<file path="src/rtl/pdwe_ram.sv">
module pdwe_ram #(
  parameter int WIDTH = 8,
  parameter int DEPTH = 256
) (
  input  logic                     clk,
  input  logic                     we,
  input  logic [$clog2(DEPTH)-1:0] waddr,
  input  logic [WIDTH-1:0]         wdata,
  input  logic [$clog2(DEPTH)-1:0] raddr,
  output logic [WIDTH-1:0]         rdata
);

  logic [WIDTH-1:0] mem [DEPTH];
  logic [WIDTH-1:0] rdata_r;

  always_ff @(posedge clk) begin
    if (we) begin
      mem[waddr] <= wdata;
    end
    rdata_r <= mem[raddr];
  end

  assign rdata = rdata_r;

endmodule

</file>
<file path="config.mk">
export PLATFORM = sky130hd
export DESIGN_NAME = pdwe_ram
export DESIGN_NICKNAME = d
export VERILOG_FILES = /design/src/rtl/pdwe_ram.sv
export SDC_FILE = /design/constraint.sdc
export NUM_CORES = 2
export LEC_CHECK = 0
export ABC_AREA = 1
export BUFFER_PORTS_ARGS = -buffer_cell sky130_fd_sc_hd__buf_2
export CAP_MARGIN = 10
export CORE_ASPECT_RATIO = 0.5
export CORE_MARGIN = 1
export CORE_UTILIZATION = 45
export DETAILED_ROUTE_END_ITERATION = 10
export HOLD_SLACK_MARGIN = 0.12
export PLACE_DENSITY = 0.57
export SETUP_SLACK_MARGIN = 0.02
export SYNTH_ARGS = -nofsm -noshare
export SYNTH_HDL_FRONTEND = slang
export SYNTH_SLANG_ARGS = --single-unit
</file>
<file path="constraint.sdc">
create_clock -name clk -period 4.6 [get_ports clk]
set_input_delay 1.38 -clock clk [delete_from_list [all_inputs] [get_ports clk]]
set_output_delay 1.38 -clock clk [all_outputs]
set_load 0.02 [all_outputs]
</file>
==> summary.md <==
| Metric | Value |
|---|---|
| Layout cells sized above 1 | `9.72%` |
| Count of unresolved DRC violations after routing | `0` |
| Post-synth top area share | `73.7%` |
| Number of hold violations in the final report | `0` |
| Worst voltage drop across the vdd grid | `0.000307 V` |
| Instance count of the mapped netlist | `7003` |
| Path category of the worst min-delay check | `flip-flop to flip-flop` |
| Number of optimization iterations in the first detailed-route pass | `5` |
| Final critical delay including setup and external delays | `3420 ps` |
| Total length of routed wires | `240000 um` |
| Sum of negative setup slack | `0 ps` |
| Std-Cell Rows | `111` |
| Most common cell after layout, fill and taps aside | `sky130_fd_sc_hd__nand2_1` |
| Headroom to the max-slew limit | `25.8%` |
| Layout net count | `7162` |
| Number of distinct library cells after synthesis | `14` |
| Worst-margin pin slew | `1110 ps` |
| Synth top area cells | `sky130_fd_sc_hd__edfxtp_1 74%, sky130_fd_sc_hd__nand3_1 12%, sky130_fd_sc_hd__nand2_1 9.6%` |
| Synth Warn # | `0` |
| Critical path data arrival time | `4130 ps` |
| Overall die area | `187000 um2` |
| IO Port Bufs | `33` |
| Setup Buffers After CTS | `0` |
| Clock latency at the later pin of the worst-skew pair | `850 ps` |
| Clock Path Buffers | `4` |
| Global-route usage over all layers | `25.3%` |
| Crit path max-delay cell type | `sky130_fd_sc_hd__buf_4` |
| Largest fanout on the critical path | `35` |
| Kind of critical path | `primary input to flip-flop` |
| Synth Area in Adders | `0%` |
| Leakage | `33.0 nW` |
| Sinks on Clock Net | `2056` |
| Average wire length per cell after detail routing | `24.6 um` |
| Initial core utilization | `45.4%` |
| Fraction of synthesized area in multiplexers | `0%` |
| Nature of the critical path startpoint | `primary input` |
| Fraction of the mapped netlist area in compound gates | `0%` |
| Most area-hungry cell type in the Yosys netlist | `sky130_fd_sc_hd__edfxtp_1` |
| Synthesized area | `83400 um2` |
| Number of primary I/O pins | `34` |
| Initial antenna violation count | `16` |
| Number of global-route vias before repair | `51.3k` |
| Number of levels in the clock H-tree | `4` |
| CTS buffer count | `190` |
| Vertical extent of the die | `306 um` |
| Portion of the clock cycle consumed by the worst path in the final layout | `74.4%` |
| Wire length of the first global-routing pass | `351000 um` |
| Final global-route overflow total | `0` |
| Post-Synthesis Net Count | `7029` |
| Most used cells in the layout excluding fill and tap cells | `2110 x sky130_fd_sc_hd__nand2_1, 2048 x sky130_fd_sc_hd__edfxtp_1, 2019 x sky130_fd_sc_hd__nand3_1` |
| Share of synthesized area occupied by flip-flops and latches | `73.9%` |
| Synthesized-area fraction occupied by and/or/nand/nor cells | `22.9%` |
| Mean instance size in the synthesized netlist | `11.9 um2` |
| Fin. max-slew vios | `0` |
| Routability Congestion | `0.836` |
| Max-cap violations | `0` |
| Vias after detailed routing | `54.9k` |
| Post-cts gate resize count | `0` |
| Setup-failing EPs final | `0` |
| CTS root buf | `sky130_fd_sc_hd__clkbuf_16` |
| Largest net degree at the start of global routing | `127` |
| Synthesis-stage register bit count | `2056` |
| Worst slack on hold paths | `975 ps` |
| DRC marker count from the first detailed-route iteration | `6141` |
| Crit path top cell by count | `sky130_fd_sc_hd__nand3_1` |
| RSZ-0062 raised after global routing | `false` |
| Number of vias per cell | `5.62` |
| Clk_skew | `53.1 ps` |
| DP HPWL | `144000 um` |
| Die Span X | `611 um` |
| Critical Path Max Stage Delay | `420 ps` |
| Share of the synthesized netlist area taken by xor and xnor gates | `0%` |
| Required time of the critical path | `5310 ps` |
| Power density over the cells | `413 nW/um2` |
| CP endpoint kind | `flip-flop` |
| CP cell instances | `buf_8, inv_8, buf_4, nand3_1, nand3_1, nand3_1, nand3_1, nand3_1, nand3_1, nand2_1, nand2_1, nand2_1` |
| Clock transition at the registers of the reported paths | `60 ps` |
| Area of the core | `184000 um2` |
| Hold bufs inserted after CTS | `0` |
| Signed area change from the synthesized netlist to the final layout | `13.0%` |
| Largest family of logic cells by synthesized area | `simple AND/OR/NAND/NOR gates` |
| ANT nets after route | `0` |
| Run status | `complete, no violations` |
| FMAX | `292 MHz` |
| TritonCTS clock tree | `built` |
-- flip-flops by register name (all words and copies together), names as in the netlist --
signal / count
rdata: 8
mem: 2048
-- worst max-delay path, delay by kind of cell --
family                 cells  cell delay [ps]
buffers and inverters      3              990
AND/OR/NAND/NOR            9             1680
-- cells in the mapped netlist --
| library cell | n |
|---|---|
| sky130_fd_sc_hd__nand2_1 | 2123 |
| sky130_fd_sc_hd__edfxtp_1 | 2048 |
| sky130_fd_sc_hd__nand3_1 | 2019 |
| sky130_fd_sc_hd__nor2_1 | 283 |
| sky130_fd_sc_hd__buf_2 | 268 |
| sky130_fd_sc_hd__clkbuf_1 | 112 |
| sky130_fd_sc_hd__buf_4 | 46 |
| sky130_fd_sc_hd__buf_1 | 40 |
| sky130_fd_sc_hd__inv_1 | 36 |
| sky130_fd_sc_hd__buf_6 | 16 |
| sky130_fd_sc_hd__dfxtp_1 | 8 |
| sky130_fd_sc_hd__inv_2 | 2 |
| sky130_fd_sc_hd__buf_8 | 1 |
| sky130_fd_sc_hd__inv_4 | 1 |
-- power by group --
part           internal (mW)  switching [mW]
clock network           8.77            6.92
logic                  0.638            1.87
registers               20.6          0.0327
-- cell families (layout without fill, tap and decap cells) --
| logic type | count (synthesis) | count (layout) |
|---|---|---|
| buffers and inverters | 522 | 802 |
| and+or+nand+nor | 4425 | 4425 |
| other | 0 | 4 |
| DFF | 2056 | 2056 |
-- stage by stage --
stage                     power (mW)  setup slack [ps]  instance area, um2  instances  utilization [%]
after global routing            39.9              1200               94200       9771             51.3
after CTS                       39.0              1290               94200       9768             51.3
final                           38.9              1180               94200       9773             51.3
after detailed placement        23.6               418               88200       9429             48.0
after floorplan                 22.3              1730               83400       7003                -
after global placement          23.6               431               88100       9428             48.0
-- path summary, 6_finish.rpt --
| kind | end | cells past startpoint | slack, ps | start |
|---|---|---|---|---|
| worst max register to register | rdata[3] | 10 | 2360 | mem[159][3] |
| worst min register to register | rdata[6] | 10 | 970 | mem[10][6] |
| worst max-delay path | rdata[3] | 12 | 1180 | raddr[1] |
| worst min-delay path | rdata[6] | 10 | 970 | mem[10][6] |
-- layout make-up --
class	instances	area (um2)
diodes	4	10.0
clock buffers	250	5240
clock inverters	89	773
fillers	15851	89400
inverters	39	183
multi-input cells	4425	19200
flip-flops and latches	2056	61700
well taps	2486	3110
repair buffers	424	4060
-- layer usage --
layer	vias to the layer above	routed length (um)	global-route usage (%)
met5	-	7	0
met3	322	19400	4.17
li1	25124	-	-
met4	2	6590	6.98
met1	27155	107000	38.0
met2	2304	107000	38.3
No activity file was read; power rests on OpenSTA's default activity.
