## src/rtl/pdwe_pkg.sv

```systemverilog
package pdwe_pkg;

  localparam int QUERY_DEPTH    = 65536;
  localparam int SUBJECT_BYTES  = 65536;
  localparam int BASES_PER_BYTE = 4;

  localparam int QUERY_AW = $clog2(QUERY_DEPTH);
  localparam int SUBJ_AW  = $clog2(SUBJECT_BYTES);

  // running positions: seed offsets plus table word length plus extension
  localparam int QPOS_W = 17;
  localparam int SPOS_W = 19;

  localparam logic [5:0] MAX_EXT = 6'd63;

  localparam logic [1:0] REQ_QWRITE = 2'd0;
  localparam logic [1:0] REQ_SWRITE = 2'd1;
  localparam logic [1:0] REQ_HIT    = 2'd2;

  localparam logic [1:0] CFG_WORD_LEN  = 2'd0;
  localparam logic [1:0] CFG_TABLE_LEN = 2'd1;
  localparam logic [1:0] CFG_SUBJ_LEN  = 2'd2;
  localparam logic [1:0] CFG_SCAN_LIM  = 2'd3;

  localparam logic [6:0]  WORD_LEN_RST  = 7'd28;
  localparam logic [4:0]  TABLE_LEN_RST = 5'd11;

  typedef struct packed {
    logic [6:0]  word_len;
    logic [4:0]  table_len;
    logic [18:0] subject_length;
    logic [18:0] scan_limit;
  } cfg_t;

  typedef struct packed {
    logic [SPOS_W-1:0] spos;
    logic [QPOS_W-1:0] qpos;
  } rd_pos_t;

  typedef struct packed {
    logic        valid;
    logic        kept;
    logic [15:0] start_q;
    logic [17:0] start_s;
    logic [5:0]  left;
  } result_t;

endpackage

```

## src/rtl/pdwe_seq.sv

```systemverilog
module pdwe_seq import pdwe_pkg::*; (
  input  logic        clk,
  input  logic        rst_n,
  input  logic        go,
  input  logic [15:0] go_q_off,
  input  logic [17:0] go_s_off,
  input  cfg_t        cfg,
  output logic        busy,
  output rd_pos_t     rd_pos,
  input  logic        base_match,
  output result_t     res
);

  typedef enum logic [6:0] {
    S_IDLE  = 7'b0000001,
    S_SETUP = 7'b0000010,
    S_LRD   = 7'b0000100,
    S_LCMP  = 7'b0001000,
    S_RCHK  = 7'b0010000,
    S_RRD   = 7'b0100000,
    S_RCMP  = 7'b1000000
  } state_t;

  state_t            state_r, state_nxt;
  logic [15:0]       q_off_r, q_off_nxt;
  logic [17:0]       s_off_r, s_off_nxt;
  logic [5:0]        ext_r, ext_nxt;
  logic [5:0]        left_r, left_nxt;
  logic [5:0]        cnt_r, cnt_nxt;
  logic [5:0]        need_r, need_nxt;
  logic [SPOS_W-1:0] spos_r, spos_nxt;
  logic [QPOS_W-1:0] qpos_r, qpos_nxt;
  result_t           res_r, res_nxt;

  logic              step_down;
  logic [SPOS_W-1:0] spos_step;
  logic [QPOS_W-1:0] qpos_step;
  logic [6:0]        len_diff;
  logic [5:0]        ext_calc;
  logic [5:0]        need_calc;
  logic [SPOS_W-1:0] sp_right;
  logic [19:0]       right_end;

  // one shared +/-1 step for both positions
  assign step_down = (state_r == S_LCMP);
  assign spos_step = step_down ? spos_r - 1'b1 : spos_r + 1'b1;
  assign qpos_step = step_down ? qpos_r - 1'b1 : qpos_r + 1'b1;

  assign len_diff  = cfg.word_len - 7'(cfg.table_len);
  always_comb begin
    if (cfg.word_len <= 7'(cfg.table_len)) begin
      ext_calc = 6'd0;
    end else if (len_diff > 7'(MAX_EXT)) begin
      ext_calc = MAX_EXT;
    end else begin
      ext_calc = len_diff[5:0];
    end
  end

  assign need_calc = ext_r - left_r;
  assign sp_right  = SPOS_W'(s_off_r) + SPOS_W'(cfg.table_len);
  assign right_end = 20'(sp_right) + 20'(need_calc);

  always_comb begin
    state_nxt = state_r;
    q_off_nxt = q_off_r;
    s_off_nxt = s_off_r;
    ext_nxt   = ext_r;
    left_nxt  = left_r;
    cnt_nxt   = cnt_r;
    need_nxt  = need_r;
    spos_nxt  = spos_r;
    qpos_nxt  = qpos_r;
    res_nxt   = res_r;
    res_nxt.valid = 1'b0;

    unique case (state_r)
      S_IDLE: begin
        if (go) begin
          q_off_nxt = go_q_off;
          s_off_nxt = go_s_off;
          state_nxt = S_SETUP;
        end
      end
      S_SETUP: begin
        ext_nxt  = ext_calc;
        left_nxt = 6'd0;
        spos_nxt = SPOS_W'(s_off_r) - 1'b1;
        qpos_nxt = QPOS_W'(q_off_r) - 1'b1;
        if (19'(s_off_r) > cfg.subject_length) begin
          res_nxt   = '{valid: 1'b1, kept: 1'b0, start_q: '0, start_s: '0, left: '0};
          state_nxt = S_IDLE;
        end else begin
          state_nxt = S_LRD;
        end
      end
      S_LRD: begin
        // read address is on the ram this cycle
        if ((left_r < ext_r) && (18'(left_r) < s_off_r) && (16'(left_r) < q_off_r)) begin
          state_nxt = S_LCMP;
        end else begin
          state_nxt = S_RCHK;
        end
      end
      S_LCMP: begin
        if (base_match) begin
          left_nxt  = left_r + 1'b1;
          spos_nxt  = spos_step;
          qpos_nxt  = qpos_step;
          state_nxt = S_LRD;
        end else begin
          state_nxt = S_RCHK;
        end
      end
      S_RCHK: begin
        if (left_r >= ext_r) begin
          res_nxt   = '{valid: 1'b1, kept: 1'b1, start_q: q_off_r - 16'(left_r),
                        start_s: s_off_r - 18'(left_r), left: left_r};
          state_nxt = S_IDLE;
        end else if (right_end > 20'(cfg.scan_limit)) begin
          res_nxt   = '{valid: 1'b1, kept: 1'b0, start_q: '0, start_s: '0, left: '0};
          state_nxt = S_IDLE;
        end else begin
          need_nxt  = need_calc;
          cnt_nxt   = 6'd0;
          spos_nxt  = sp_right;
          qpos_nxt  = QPOS_W'(q_off_r) + QPOS_W'(cfg.table_len);
          state_nxt = S_RRD;
        end
      end
      S_RRD: begin
        if (cnt_r < need_r) begin
          state_nxt = S_RCMP;
        end else begin
          res_nxt   = '{valid: 1'b1, kept: 1'b1, start_q: q_off_r - 16'(left_r),
                        start_s: s_off_r - 18'(left_r), left: left_r};
          state_nxt = S_IDLE;
        end
      end
      S_RCMP: begin
        if (base_match) begin
          cnt_nxt   = cnt_r + 1'b1;
          spos_nxt  = spos_step;
          qpos_nxt  = qpos_step;
          state_nxt = S_RRD;
        end else begin
          res_nxt   = '{valid: 1'b1, kept: 1'b0, start_q: '0, start_s: '0, left: '0};
          state_nxt = S_IDLE;
        end
      end
      default: begin
        state_nxt = S_IDLE;
      end
    endcase
  end

  always_ff @(posedge clk) begin
    if (!rst_n) begin
      state_r   <= S_IDLE;
      res_r.valid <= 1'b0;
    end else begin
      state_r   <= state_nxt;
      res_r.valid <= res_nxt.valid;
    end
    q_off_r       <= q_off_nxt;
    s_off_r       <= s_off_nxt;
    ext_r         <= ext_nxt;
    left_r        <= left_nxt;
    cnt_r         <= cnt_nxt;
    need_r        <= need_nxt;
    spos_r        <= spos_nxt;
    qpos_r        <= qpos_nxt;
    res_r.kept    <= res_nxt.kept;
    res_r.start_q <= res_nxt.start_q;
    res_r.start_s <= res_nxt.start_s;
    res_r.left    <= res_nxt.left;
  end

  assign busy        = (state_r != S_IDLE);
  assign rd_pos.spos = spos_r;
  assign rd_pos.qpos = qpos_r;
  assign res         = res_r;

endmodule

```

## config.mk

```make
export PLATFORM = sky130hd
export DESIGN_NAME = pdwe_seq
export DESIGN_NICKNAME = d
export VERILOG_FILES = /design/src/rtl/pdwe_pkg.sv /design/src/rtl/pdwe_seq.sv
export SDC_FILE = /design/constraint.sdc
export NUM_CORES = 1
export LEC_CHECK = 0
export BUFFER_PORTS_ARGS = -buffer_cell sky130_fd_sc_hd__buf_4
export CAP_MARGIN = 20
export CORE_ASPECT_RATIO = 0.6
export CORE_MARGIN = 1.5
export CORE_UTILIZATION = 37
export CTS_CLUSTER_SIZE = 14
export DETAILED_ROUTE_END_ITERATION = 16
export PLACE_DENSITY_LB_ADDON = 0.2
export SETUP_SLACK_MARGIN = 0.02
export SLEW_MARGIN = 30
export SYNTH_ARGS = -nofsm -noshare
export SYNTH_HDL_FRONTEND = slang
export SYNTH_SLANG_ARGS = --single-unit
```

## constraint.sdc

```tcl
create_clock -name clk -period 20.5 [get_ports clk]
set_input_delay 4.1 -clock clk [delete_from_list [all_inputs] [get_ports clk]]
set_output_delay 4.1 -clock clk [all_outputs]
set_load 0.02 [all_outputs]
```

==> flow_summary.toml <==
[sta]
post-route-period-util_pct = 46.9
maxSlewViolCount = 0
timing.setup.tns_ps = 0
finalHoldViolCount = 0
fin_ws_ps = 10890
period_minus_slack_ps = 9610
rsz0062_at_grt = "no"
timing.hold.ws_ps = 609
relSlewSlack_pct = 37.0
fin_skew_ps = 9.59
tightest_slew_ps = 943
max_freq_mhz = 104
setup_viol = 0

[drt]
route.detailed.drc = 0
postRouteAntennaNets = 0
wl_per_cell_microns = 19.8
viasPerCell = 5.55
drt_wl_total_mm = 35.5
drt_first_iter_violations = 877
vias = 9934
firstDrtPassIters = 5

[layout]
fin_util_pct = 45.9
diodes = 0
layout.cells.non_filler = 1791
synthToLayoutAreaGrowth_pct = 20.7
multiInputGateArea_sq_um = 6830
seqCellArea_sq_um = 4210
fillers = 2906
fin_nets = 1594
drive_gt1_share_pct = 17.4

[setup_path]
worstReg2RegEnd = "state_r[0]$_SDFFE_PN1P_"
regToRegStartpoint = "s_off_r[1]$_DFFE_PP_"
cp_data_arrival_time_ps = 9950
cp_max_fo = 43
critical_path_class = "input port to flop"
crit_required_ps = 20840
crit_path_end_kind = "flop"
cp-start-kind = "input port"
r2r_setup_slack_ps = 13990
reg2regPathDepth = 21

[cts]
post_cts_buffers = 0
cts_htree_levels = 4
clock_sinks = 143
worstSkewPairLatency_ps = 450
postCtsHoldBufs = 0
cts_resized = 0
cts_buffer_depth = 2
cts_buffers = 17
cts_tree = "yes"
cts.clk_slew.worst_paths_ps = 70
cts-root-buf = "clkbuf_16"

[power]
p_seq_share_pct = 38.0
internal_power_uw = 661
powerDensity_nw_per_um2 = 69.9
p_leak_nw = 5.76
p_switching_uw = 308
clkPwrFrac_pct = 35.0
switching_share_pct = 31.8
pwr-share-comb_pct = 27.0
max-vdd-ir-drop_uv = 59.0

[logic_synthesis]
synth_flop_cell = "edfxtp_1"
synth_nets = 1433
synth-edff-count = 135
syn_area_per_cell_sq_um = 9.50
yosys_warnings = 0
syn_area_sq_um = 11500
netlist_instances = 1209
synth_seq_cells = 143
synth_seq_area_share_pct = 36.7
synth_cell_types = 80
async_flop_share_pct = 0

[global_route]
grt_pass1_wl_mm = 54.9
grt_usage_pct = 22.4
antenna_found_initial = 1
grt_overflow_total = 0
grt_pass1_vias = 9386
grt_max_degree = 44

[placement]
dpl_worst_slack_ps = 10470
place.gp.congestion = 0.885
port_buffers = 166
post-dp-hpwl_mm = 27.3
dp.cells = 1759

[hold_path]
min_from = "state_r[1]$_SDFFE_PN0P_"
min_path_type = "flop to flop"
min_path_cells = 2
hold_path_end = "state_r[1]$_SDFFE_PN0P_"

[run]
cap_viol_max_count = 0

[floorplanning]
start_util_pct = 38.0
die_area_sq_um = 32200
ios = 167
core_sq_um = 30200
fp.dieH_microns = 139
rows = 49
fp.dieW_microns = 230

[outcome]
outcome = "finished, final reports clean"
power by group through the flow:
stage	sequential [mW]	clock [mW]	combinational (mW)
2_1_floorplan	0.365	0	0.180
3_3_place_gp	0.373	0	0.256
3_5_place_dp	0.373	0	0.258
4_1_cts	0.367	0.346	0.260
5_1_grt	0.370	0.355	0.291
6_report	0.368	0.339	0.262
area by class of cell:
class	instances	area share, %
Clock buffer	20	3.15
Clock inverter	12	1.33
Inverter	91	2.46
Multi-Input combinational cell	940	49.2
Sequential cell	143	30.4
Tap cell	408	3.68
Timing Repair Buffer	177	9.78
cells in the final DEF (no fill, tap or decap), drive strengths merged, types with 17 or more instances in the layout:
| master | synthesis | layout |
|---|---|---|
| buf | 10 | 177 |
| edfxtp | 135 | 135 |
| ha | 127 | 127 |
| nor2 | 114 | 114 |
| inv | 91 | 94 |
| xnor2 | 81 | 81 |
| a21oi | 76 | 76 |
| o21ai | 75 | 75 |
| nand2 | 63 | 63 |
| nor3 | 42 | 42 |
| xor2 | 38 | 38 |
| a21o | 32 | 32 |
| nand3 | 29 | 29 |
| clkbuf | 25 | 20 |
| nand2b | 17 | 17 |
| or3 | 17 | 17 |
routing by layer:
metal / global-route usage (%) / vias up / wire length [microns]
met5: 0 / - / 0
met4: 6.54 / 0 / 605
met3: 3.38 / 34 / 2100
met2: 32.8 / 333 / 15000
met1: 33.8 / 4773 / 17800
li1: - / 4794 / -
logic make-up (layout without fill, tap and decap cells):
kind of cell | after synthesis | after routing | share of synthesized area (%)
compound gates | 300 | 300 | 17.4
xor+xnor | 119 | 119 | 9.07
fa+ha+maj | 136 | 136 | 15.4
buf+inv | 126 | 300 | 4.26
flops | 143 | 143 | 36.7
mux | 2 | 2 | 0.174
simple gates | 383 | 383 | 17.0
worst max-delay path, stage by stage:
cell and delay, ps:
buf_4 130, ha_1 300, a211oi_1 350, o21bai_1 130, a21oi_1 650, xnor2_1 140
ha_1 430, nand2_1 80, nor3_1 220, o211ai_1 240, nand2b_1 220, xnor2_1 130
ha_1 300, a21o_1 180, a21o_1 170, a21o_1 200, a211oi_1 300, a311oi_1 200
a2111oi_4 710, nor4b_4 100, buf_4 350, or2_1 300
synth_stat cells (all sizes together), types with 4 or more instances:
library cell / n / area (sq um)
edfxtp: 135 / 4050
ha: 127 / 1590
nor2: 114 / 428
inv: 91 / 342
xnor2: 81 / 709
a21oi: 76 / 403
o21ai: 75 / 379
nand2: 63 / 239
nor3: 42 / 215
xor2: 38 / 333
a21o: 32 / 240
nand3: 29 / 145
clkbuf: 25 / 93.8
nand2b: 17 / 106
or3: 17 / 111
nand4: 16 / 100
nor2b: 16 / 100
nor4: 16 / 115
a211oi: 15 / 118
o21a: 12 / 90.1
and3: 11 / 68.8
o221ai: 11 / 96.3
buf: 10 / 53.8
and2: 9 / 58.8
fa: 9 / 180
o21bai: 9 / 67.6
dfxtp: 8 / 160
o211ai: 8 / 60.1
or2: 8 / 50.1
a2111oi: 6 / 71.3
a211o: 6 / 52.6
a22oi: 6 / 45.0
a31oi: 6 / 37.5
and4: 5 / 43.8
a31o: 4 / 35.0
o22ai: 4 / 25.0
or4: 4 / 30.0
worst max-delay path by stage:
stage | from | to | slack (ps) | depth (start not counted)
2_1_floorplan | cfg[39] | res[0]$_DFFE_PP_ | 9850 | 17
3_3_place_gp | cfg[39] | state_r[0]$_SDFFE_PN1P_ | 10560 | 22
3_5_place_dp | cfg[39] | state_r[0]$_SDFFE_PN1P_ | 10470 | 22
4_1_cts | cfg[39] | state_r[0]$_SDFFE_PN1P_ | 10910 | 22
5_1_grt | cfg[39] | state_r[0]$_SDFFE_PN1P_ | 10320 | 22
6_report | cfg[39] | state_r[0]$_SDFFE_PN1P_ | 10890 | 22
sequential cells by signal (all words and copies together) (netlist names):
name     flops
ext_r        6
need_r       6
res         42
cnt_r        6
state_r      7
left_r       6
spos_r      19
q_off_r     16
qpos_r      17
s_off_r     18
metrics by stage:
step           power [mW]  cell area, sq um
3_3_place_gp        0.629             13200
6_report            0.969             13900
4_1_cts             0.973             13900
5_1_grt              1.02             13900
2_1_floorplan       0.545             11500
3_5_place_dp        0.631             13200
Note: power is estimated with default switching activity, not from simulation.
