$ cat src/rtl/pdwe_pkg.sv
package pdwe_pkg;

  localparam int QUERY_DEPTH    = 65536;
  localparam int SUBJECT_BYTES  = 65536;
  localparam int BASES_PER_BYTE = 4;

  localparam int QUERY_AW = $clog2(QUERY_DEPTH);
  localparam int SUBJ_AW  = $clog2(SUBJECT_BYTES);

  // running positions: seed offsets plus table word length plus extension
  localparam int QPOS_W = 17;
  localparam int SPOS_W = 19;

  localparam logic [5:0] MAX_EXT = 6'd63;

  localparam logic [1:0] REQ_QWRITE = 2'd0;
  localparam logic [1:0] REQ_SWRITE = 2'd1;
  localparam logic [1:0] REQ_HIT    = 2'd2;

  localparam logic [1:0] CFG_WORD_LEN  = 2'd0;
  localparam logic [1:0] CFG_TABLE_LEN = 2'd1;
  localparam logic [1:0] CFG_SUBJ_LEN  = 2'd2;
  localparam logic [1:0] CFG_SCAN_LIM  = 2'd3;

  localparam logic [6:0]  WORD_LEN_RST  = 7'd28;
  localparam logic [4:0]  TABLE_LEN_RST = 5'd11;

  typedef struct packed {
    logic [6:0]  word_len;
    logic [4:0]  table_len;
    logic [18:0] subject_length;
    logic [18:0] scan_limit;
  } cfg_t;

  typedef struct packed {
    logic [SPOS_W-1:0] spos;
    logic [QPOS_W-1:0] qpos;
  } rd_pos_t;

  typedef struct packed {
    logic        valid;
    logic        kept;
    logic [15:0] start_q;
    logic [17:0] start_s;
    logic [5:0]  left;
  } result_t;

endpackage

$ cat src/rtl/pdwe_base_cmp.sv
module pdwe_base_cmp import pdwe_pkg::*; (
  input  logic                clk,
  input  rd_pos_t             pos,
  output logic [QUERY_AW-1:0] q_raddr,
  output logic [SUBJ_AW-1:0]  s_raddr,
  input  logic [7:0]          q_rdata,
  input  logic [7:0]          s_rdata,
  output logic                base_match
);

  logic [31:0] q_idx;
  logic [31:0] s_idx;
  logic        in_range;
  logic        in_range_r;
  logic [1:0]  sel_r;
  logic [1:0]  sbase;

  // subject byte index is the base position over four
  assign q_idx    = 32'(pos.qpos);
  assign s_idx    = 32'(pos.spos >> 2);
  assign in_range = (q_idx < 32'(QUERY_DEPTH)) && (s_idx < 32'(SUBJECT_BYTES));
  assign q_raddr  = q_idx[QUERY_AW-1:0];
  assign s_raddr  = s_idx[SUBJ_AW-1:0];

  always_ff @(posedge clk) begin
    in_range_r <= in_range;
    sel_r      <= pos.spos[1:0];
  end

  // first base of a byte sits in the top two bits
  assign sbase      = 2'(s_rdata >> {~sel_r, 1'b0});
  assign base_match = in_range_r && ({6'd0, sbase} == q_rdata);

endmodule

$ cat config.mk
export PLATFORM = sky130hd
export DESIGN_NAME = pdwe_base_cmp
export DESIGN_NICKNAME = d
export VERILOG_FILES = /design/src/rtl/pdwe_pkg.sv /design/src/rtl/pdwe_base_cmp.sv
export SDC_FILE = /design/constraint.sdc
export NUM_CORES = 1
export LEC_CHECK = 0
export ABC_AREA = 0
export BUFFER_PORTS_ARGS = -buffer_cell sky130_fd_sc_hd__buf_2
export CELL_PAD_IN_SITES_DETAIL_PLACEMENT = 0
export CELL_PAD_IN_SITES_GLOBAL_PLACEMENT = 2
export CORE_UTILIZATION = 10
export CTS_CLUSTER_SIZE = 20
export DETAILED_ROUTE_END_ITERATION = 8
export GPL_ROUTABILITY_DRIVEN = 0
export HOLD_SLACK_MARGIN = 0.08
export PLACE_DENSITY_LB_ADDON = 0.1
export SYNTH_ARGS = -nofsm -noshare
export SYNTH_HDL_FRONTEND = slang
export SYNTH_SLANG_ARGS = --single-unit
export TNS_END_PERCENT = 5
$ cat constraint.sdc
create_clock -name clk -period 2.2 [get_ports clk]
set_input_delay 0.33 -clock clk [delete_from_list [all_inputs] [get_ports clk]]
set_output_delay 0.33 -clock clk [all_outputs]
set_load 0.005 [all_outputs]
==> results of run 1 <==
==> routing by layer <==
layer	up-vias	GRT usage	part of all wire
met5	-	0	0
met4	0	0.0556	0.048
met3	5	0.0229	0.24
met2	31	0.0612	0.48
met1	87	0.0189	0.23
li1	95	-	-
==> layout make-up <==
cell class              instances  area [um2]  area share
repair buffers                 21         105       0.289
clock buffers                   4        45.0       0.124
well taps                      48        60.1       0.165
multi-input cells               9        93.8       0.258
flip-flops and latches          3        60.1       0.165
==> worst min path at each step <==
stage / end / startpoint / slack (ps)
2_1_floorplan: sel_r[0] / pos[17] / 360
3_3_place_gp: sel_r[0] / pos[17] / 430
3_5_place_dp: sel_r[1] / pos[18] / 430
4_1_cts: sel_r[1] / pos[18] / 210
5_1_grt: sel_r[1] / pos[18] / 210
6_report: sel_r[1] / pos[18] / 210
==> per-stage QoR <==
step	instance area, um2	hold slack [ps]	power, W
floorplan	394	358	0.000120
global placement	319	434	0.0000911
detailed placement	319	435	0.0000917
CTS	364	208	0.000258
global route	364	209	0.000267
finish	364	211	0.000254
==> registers in the layout, indices dropped and copies added, names as in the netlist <==
signal,count
sel_r,2
in_range_r,1
==> logic make-up after synthesis <==
family	count (synthesis)	share of synthesized area
flip-flops	3	0.152
multiplexers	2	0.114
AND/OR/NAND/NOR	5	0.0793
XOR/XNOR	2	0.0445
buffers and inverters	32	0.610
==> worst max-delay path, stage by stage, from the launching register on <==
cell	delay, ps
dfxtp_1	360
mux4_2	520
xor2_1	160
nor3_2	160
buf_2	130
==> power breakdown <==
part | switching (W) | leakage (nW) | internal, W
Combinational | 0.00000942 | 0.111 | 0.0000210
Sequential | 0.00000181 | 0.0252 | 0.0000578
Clock | 0.0000398 | 0.0228 | 0.000124
==> synthesized netlist by cell type <==
master,number
xor2_1,2
nand2_1,1
nor2_1,1
nor3_1,1
nor3_2,1
buf_4,32
dfxtp_1,3
nor4b_1,1
mux4_2,2
==> results.py, run 1 <==
metrics = {
    "status": {
        "status": "complete, no violations",
    },
    "drt": {
        "routedWlPerCell_um": 8.38,
        "ant_nets": 0,
        "vias": 218,
        "drt-total-wl_um": 712,
        "drt_pass1_iterations": 2,
        "drt-vias-per-instance": 2.56,
        "drt_iter0_markers": 1,
        "drc_errors": 0,
    },
    "yosys": {
        "synthesis.area_um2": 394,
        "synth_cell_types": 9,
        "synth_warnings": 0,
        "netlist.area_leader.share": 0.610,
        "syn_nets": 97,
        "synthTopCellsByArea": "buf_4 (61%), dfxtp_1 (15%), mux4_2 (11%), xor2_1 (4.4%), nor3_2 (2.5%)",
        "yosys.area.top_type": "buf_4",
        "ys_ff_latch": 3,
        "yosysSeqAreaShare": 0.152,
        "syn_avg_cell_area_um2": 8.96,
        "synth_cells": 44,
    },
    "sta": {
        "rsz0062_at_grt": "false",
        "min_period_over_period": 0.855,
        "fmax_mhz": 531,
        "slew_headroom": 0.800,
        "tns_ps": 0,
        "finalMaxSlewViolations": 0,
        "setup_violations": 0,
        "finalCriticalPeriod_ps": 1880,
        "fin_ws_ps": 318,
        "worst_pin_slew_ps": 296,
        "hold_violations": 0,
    },
    "layout": {
        "finalNonFillerCells": 85,
        "finalNetCount": 91,
        "num_antenna_cells": 0,
        "fill_cells": 441,
        "layout_commonest_cell": "buf_2",
        "layout_common_cells": "buf_2 (21), clkbuf_8 (3), dfxtp_1 (3)",
        "fin_util": 0.0980,
        "layout-drive-gt1-share": 0.730,
        "synthToLayoutAreaGrowth_pct": -7.62,
    },
    "cts": {
        "cts_tree": "yes",
        "cts_buffers": 3,
        "cts_sinks": 3,
        "cts_setup_buffers": 0,
        "htree_levels": 1,
        "post_cts_resize_count": 0,
        "clock-root-buffer": "clkbuf_8",
        "path_clk_slew_ps": 30,
        "clockBufferDepth": 2,
        "holdBufCountCts": 0,
    },
    "flow_run": {
        "cap_violations": 0,
    },
    "pwr": {
        "powerDensity_mw_per_mm2": 697,
        "power.static_leakage_nw": 0.159,
        "ir_drop_uv": 266,
    },
    "placed_design": {
        "portBuffers": 21,
        "dp_slack_ps": 527,
        "dp.cells": 81,
    },
    "min_path": {
        "min_path_type": "in2reg",
        "whs_path_depth": 1,
    },
    "setup_path": {
        "path_max_fanout": 2,
        "crit_path_end": "base_match",
        "cp-start-kind": "register",
        "crit_type": "reg2out",
        "startpoint": "sel_r[0]",
        "cp.required_ps": 1870,
        "arrival_ps": 1550,
        "crit_path_end_kind": "output port",
    },
    "grt": {
        "grt_pass1_wl_mm": 1.07,
        "antenna_found_initial": 0,
        "grt-ovfl-total": 0,
        "grt_usage": 0.0360,
        "grt_pass1_vias": 288,
        "grt_max_degree": 3,
    },
    "floorplan": {
        "io_pins": 86,
        "initial_core_util": 0.106,
        "fp.dieH_um": 64.8,
        "core-area_mm2": 0.00372,
        "die-area_mm2": 0.00420,
        "row_count": 22,
        "die-width_um": 64.8,
    },
}
No activity file was read; power rests on OpenSTA's default activity.
==> run 2, diff against run 1 <==
==> constraint.sdc (replaced) <==
create_clock -name clk -period 2.2 [get_ports clk]
set_input_delay 0.44 -clock clk [delete_from_list [all_inputs] [get_ports clk]]
set_output_delay 0.44 -clock clk [all_outputs]
set_load 0.005 [all_outputs]
==> run 2 against run 1 <==
- combinational power increased by 2%
- fmax down 7.7%
- via count fell by 1.4%
- largest power group unchanged
- final cell count unchanged
==> results.py, run 2 (synthesis results as in run 1) <==
metrics = {
    "setup_path": {
        "cp-start-kind": "register",
        "cp.required_ps": 1760,
        "cpPeakStageDelay_ps": 530,
        "cp_slowest_cell": "mux4_2",
        "arrival_ps": 1600,
        "crit_path_end_kind": "output port",
        "path_max_fanout": 2,
        "crit_type": "reg2out",
        "crit_chain": "mux4_2 > xor2_1 > nor3_2 > buf_2",
    },
    "cts": {
        "clockBufferDepth": 2,
        "cts_sinks": 3,
        "clock-root-buffer": "clkbuf_8",
        "cts_setup_buffers": 0,
        "path_clk_slew_ps": 40,
        "htree_levels": 1,
        "cts_buffers": 3,
        "cts_tree": "yes",
        "post_cts_resize_count": 0,
        "holdBufCountCts": 0,
    },
    "layout": {
        "largestRegisters": "sel_r (2), in_range_r (1)",
        "layout_common_cells": "buf_2 (21), clkbuf_8 (3), dfxtp_1 (3)",
        "finalNetCount": 91,
        "top_register": "sel_r",
        "num_antenna_cells": 0,
        "largest_reg_flops": 2,
        "finalNonFillerCells": 85,
        "design_area_um2": 364,
        "layout-drive-gt1-share": 0.730,
        "layout_commonest_cell": "buf_2",
        "fin_util": 0.0980,
        "synthToLayoutAreaGrowth_pct": -7.62,
    },
    "floorplan": {
        "die-area_mm2": 0.00420,
        "fp.dieH_um": 64.8,
        "core-area_mm2": 0.00372,
        "row_count": 22,
        "initial_core_util": 0.106,
        "die-width_um": 64.8,
        "io_pins": 86,
    },
    "pwr": {
        "powerDensity_mw_per_mm2": 698,
        "power.static_leakage_nw": 0.159,
        "ir_drop_uv": 289,
    },
    "grt": {
        "antenna_found_initial": 0,
        "grt_pass1_vias": 277,
        "grt_usage": 0.0360,
        "grt-ovfl-total": 0,
        "grt_max_degree": 3,
        "grt_pass1_wl_mm": 1.11,
    },
    "sta": {
        "min_period_over_period": 0.927,
        "finalMaxSlewViolations": 0,
        "rsz0062_at_grt": "false",
        "hold_violations": 0,
        "setup_violations": 0,
        "worst_pin_slew_ps": 330,
        "slew_headroom": 0.777,
        "fmax_mhz": 490,
        "tns_ps": 0,
        "hold_slack_ps": 327,
        "finalCriticalPeriod_ps": 2040,
    },
    "drt": {
        "routedWlPerCell_um": 8.92,
        "drt-vias-per-instance": 2.53,
        "drc_errors": 0,
        "ant_nets": 0,
        "drt_iter0_markers": 1,
        "drt_pass1_iterations": 2,
        "vias": 215,
        "drt-total-wl_um": 758,
    },
    "placed_design": {
        "place_area_um2": 319,
        "portBuffers": 21,
        "dp.cells": 81,
    },
    "min_path": {
        "min_path_type": "in2reg",
    },
    "flow_run": {
        "cap_violations": 0,
    },
    "status": {
        "status": "complete, no violations",
    },
}
[run 2: cell counts in the layout (fill, tap and decap cells not counted)]
Identical to the previous run, type by type.
[run 2: critical path, delay by kind of cell (launching register included)]
| family | cells | cell delay [ps] |
|---|---|---|
| xor+xnor | 1 | 170 |
| buf+inv | 1 | 130 |
| flops | 1 | 390 |
| mux | 1 | 530 |
| simple gates | 1 | 170 |
[run 2: where the power goes]
group	total, W	switching [W]	internal [W]
Combinational	0.0000311	0.0000101	0.0000210
Sequential	0.0000601	0.00000234	0.0000577
Clock	0.000163	0.0000390	0.000124
Total	0.000254	0.0000514	0.000203
[run 2: layer usage]
layer,up-vias,GRT usage,part of all wire
li1,96,-,-
met1,89,0.0200,0.25
met2,28,0.0703,0.56
met3,2,0.0194,0.18
met4,0,0.0389,0.0053
met5,-,0,0
[run 2: final cells by class]
type,count,area [um2]
clock buffer,4,45.0
timing repair buffer,21,105
fill,437,3350
tap,48,60.1
sequential,3,60.1
multi-input combinational,9,93.8
[run 2: final timing paths]
kind / start / slack (ps) / cells after the start / endpoint
worst min-delay path: pos[18] / 330 / 1 / sel_r[1]
worst max-delay path: sel_r[0] / 160 / 4 / base_match
[run 2: per-stage QoR]
stage / setup WS (ps) / power [W]
floorplan: 527 / 0.000120
global placement: 294 / 0.0000913
detailed placement: 284 / 0.0000926
CTS: 149 / 0.000259
global route: 83.9 / 0.000264
finish: 161 / 0.000254
==> run 3, diff against run 2 <==
- CTS_BUF_LIST: default -> sky130_fd_sc_hd__clkbuf_8 sky130_fd_sc_hd__clkbuf_16
==> run 3 against run 2 <==
- via count is the same
- combinational power is essentially flat
- utilization is the same
- die area is the same
- wire length grew 0.13%
- sequential power is essentially flat
- final cell count is the same
- critical path depth is the same
- sequential share of layout area is the same
- count of clock-buffer cells in the layout shrank 1
- clock power shrank 2%
- total power shrank 1.7%
- largest power group unchanged
==> results.py, run 3 (synthesis results as in run 1) <==
metrics = {
    "grt": {
        "grt_max_degree": 3,
        "grt_usage": 0.0360,
        "antenna_found_initial": 0,
        "grt_use_met2": 0.0703,
        "grt_pass1_wl_mm": 1.11,
        "grt_use_met3": 0.0194,
        "grt-ovfl-total": 0,
        "use_met1": 0.0200,
        "grt_pass1_vias": 277,
        "busiest_layer": "met2",
    },
    "cts": {
        "cts_buffers": 3,
        "cts_setup_buffers": 0,
        "holdBufCountCts": 0,
        "clock-root-buffer": "clkbuf_8",
        "post_cts_resize_count": 0,
        "cts_sinks": 3,
        "htree_levels": 1,
        "clockBufferDepth": 2,
        "cts_tree": "yes",
        "path_clk_slew_ps": 40,
    },
    "pwr": {
        "ir_drop_uv": 289,
        "finalPower_w": 0.000250,
        "power.static_leakage_nw": 0.164,
        "powerDensity_mw_per_mm2": 686,
    },
    "sta": {
        "worst_pin_slew_ps": 330,
        "setup_violations": 0,
        "tns_ps": 0,
        "hold_violations": 0,
        "fmax_mhz": 490,
        "finalCriticalPeriod_ps": 2040,
        "finalMaxSlewViolations": 0,
        "slew_headroom": 0.777,
        "min_period_over_period": 0.927,
        "rsz0062_at_grt": "false",
    },
    "floorplan": {
        "initial_core_util": 0.106,
        "die-area_mm2": 0.00420,
        "row_count": 22,
        "core-area_mm2": 0.00372,
        "fp.dieH_um": 64.8,
        "io_pins": 86,
        "die-width_um": 64.8,
    },
    "setup_path": {
        "cp_slowest_cell": "mux4_2",
        "path_max_fanout": 2,
        "arrival_ps": 1600,
        "crit_type": "reg2out",
        "cp.required_ps": 1760,
        "path_buf_inv": 1,
        "cpPeakStageDelay_ps": 530,
        "crit_cells": 4,
        "crit_family": "multiplexers",
        "crit_path_end_kind": "output port",
        "cp-start-kind": "register",
        "crit_chain": "mux4_2 > xor2_1 > nor3_2 > buf_2",
    },
    "layout": {
        "multiInputGateArea_um2": 93.8,
        "finalNonFillerCells": 85,
        "layout-drive-gt1-share": 0.730,
        "largest_reg_flops": 2,
        "layout_common_cells": "buf_2 (21), clkbuf_8 (3), dfxtp_1 (3)",
        "layout_commonest_cell": "buf_2",
        "fill_cells": 437,
        "synthToLayoutAreaGrowth_pct": -7.62,
        "num_antenna_cells": 0,
        "largestRegisters": "sel_r (2), in_range_r (1)",
        "top_register": "sel_r",
        "finalNetCount": 91,
        "seq_area_um2": 60.1,
    },
    "placed_design": {
        "portBuffers": 21,
        "dp.cells": 81,
    },
    "drt": {
        "vias": 215,
        "routedWlPerCell_um": 8.93,
        "drt-vias-per-instance": 2.53,
        "drt_pass1_iterations": 2,
        "drc_errors": 0,
        "drt_iter0_markers": 1,
        "ant_nets": 0,
        "drt-total-wl_um": 759,
    },
    "min_path": {
        "min_path_type": "in2reg",
        "min_to": "sel_r[1]",
        "whs_path_depth": 1,
        "holdCritStartpoint": "pos[18]",
    },
    "flow_run": {
        "cap_violations": 0,
    },
    "status": {
        "status": "complete, no violations",
    },
}
run 3: changes by cell type in the layout (fill, tap and decap cells not counted), sizes merged:
cell	previous run	this run
inv	0	1
clkbuf	4	3
run 3: how the worst max path moves through the flow:
stage                     from    endpoint  slack, ps
CTS                   sel_r[0]  base_match        150
global route          sel_r[0]  base_match         80
global placement    s_rdata[0]  base_match        290
finish                sel_r[0]  base_match        160
detailed placement  s_rdata[1]  base_match        280
floorplan           s_rdata[1]  base_match        530
run 3: final cells by class:
class	count	area share
timing repair buffer	21	0.289
multi-input combinational	9	0.258
sequential	3	0.165
tap	48	0.165
clock buffer	3	0.113
clock inverter	1	0.0103
run 3: layer usage:
metal / share of wire / up-vias
met5: 0 / -
met4: 0.0053 / 0
met3: 0.18 / 2
met2: 0.56 / 28
met1: 0.25 / 89
li1: - / 96
run 3: through the flow:
step           utilization  hold WS, ps  setup slack [ps]  area (um2)
2_1_floorplan            -          468               527         394
3_3_place_gp        0.0859          547               294         319
3_5_place_dp        0.0859          546               284         319
4_1_cts             0.0980          324               148         364
5_1_grt             0.0980          322              83.3         364
6_report            0.0980          327               160         364
run 3: power breakdown:
group	internal (W)	total [W]	switching, W	leakage, nW
registers	0.0000577	0.0000601	0.00000234	0.0252
logic	0.0000210	0.0000311	0.0000101	0.111
clock network	0.000119	0.000159	0.0000394	0.0269
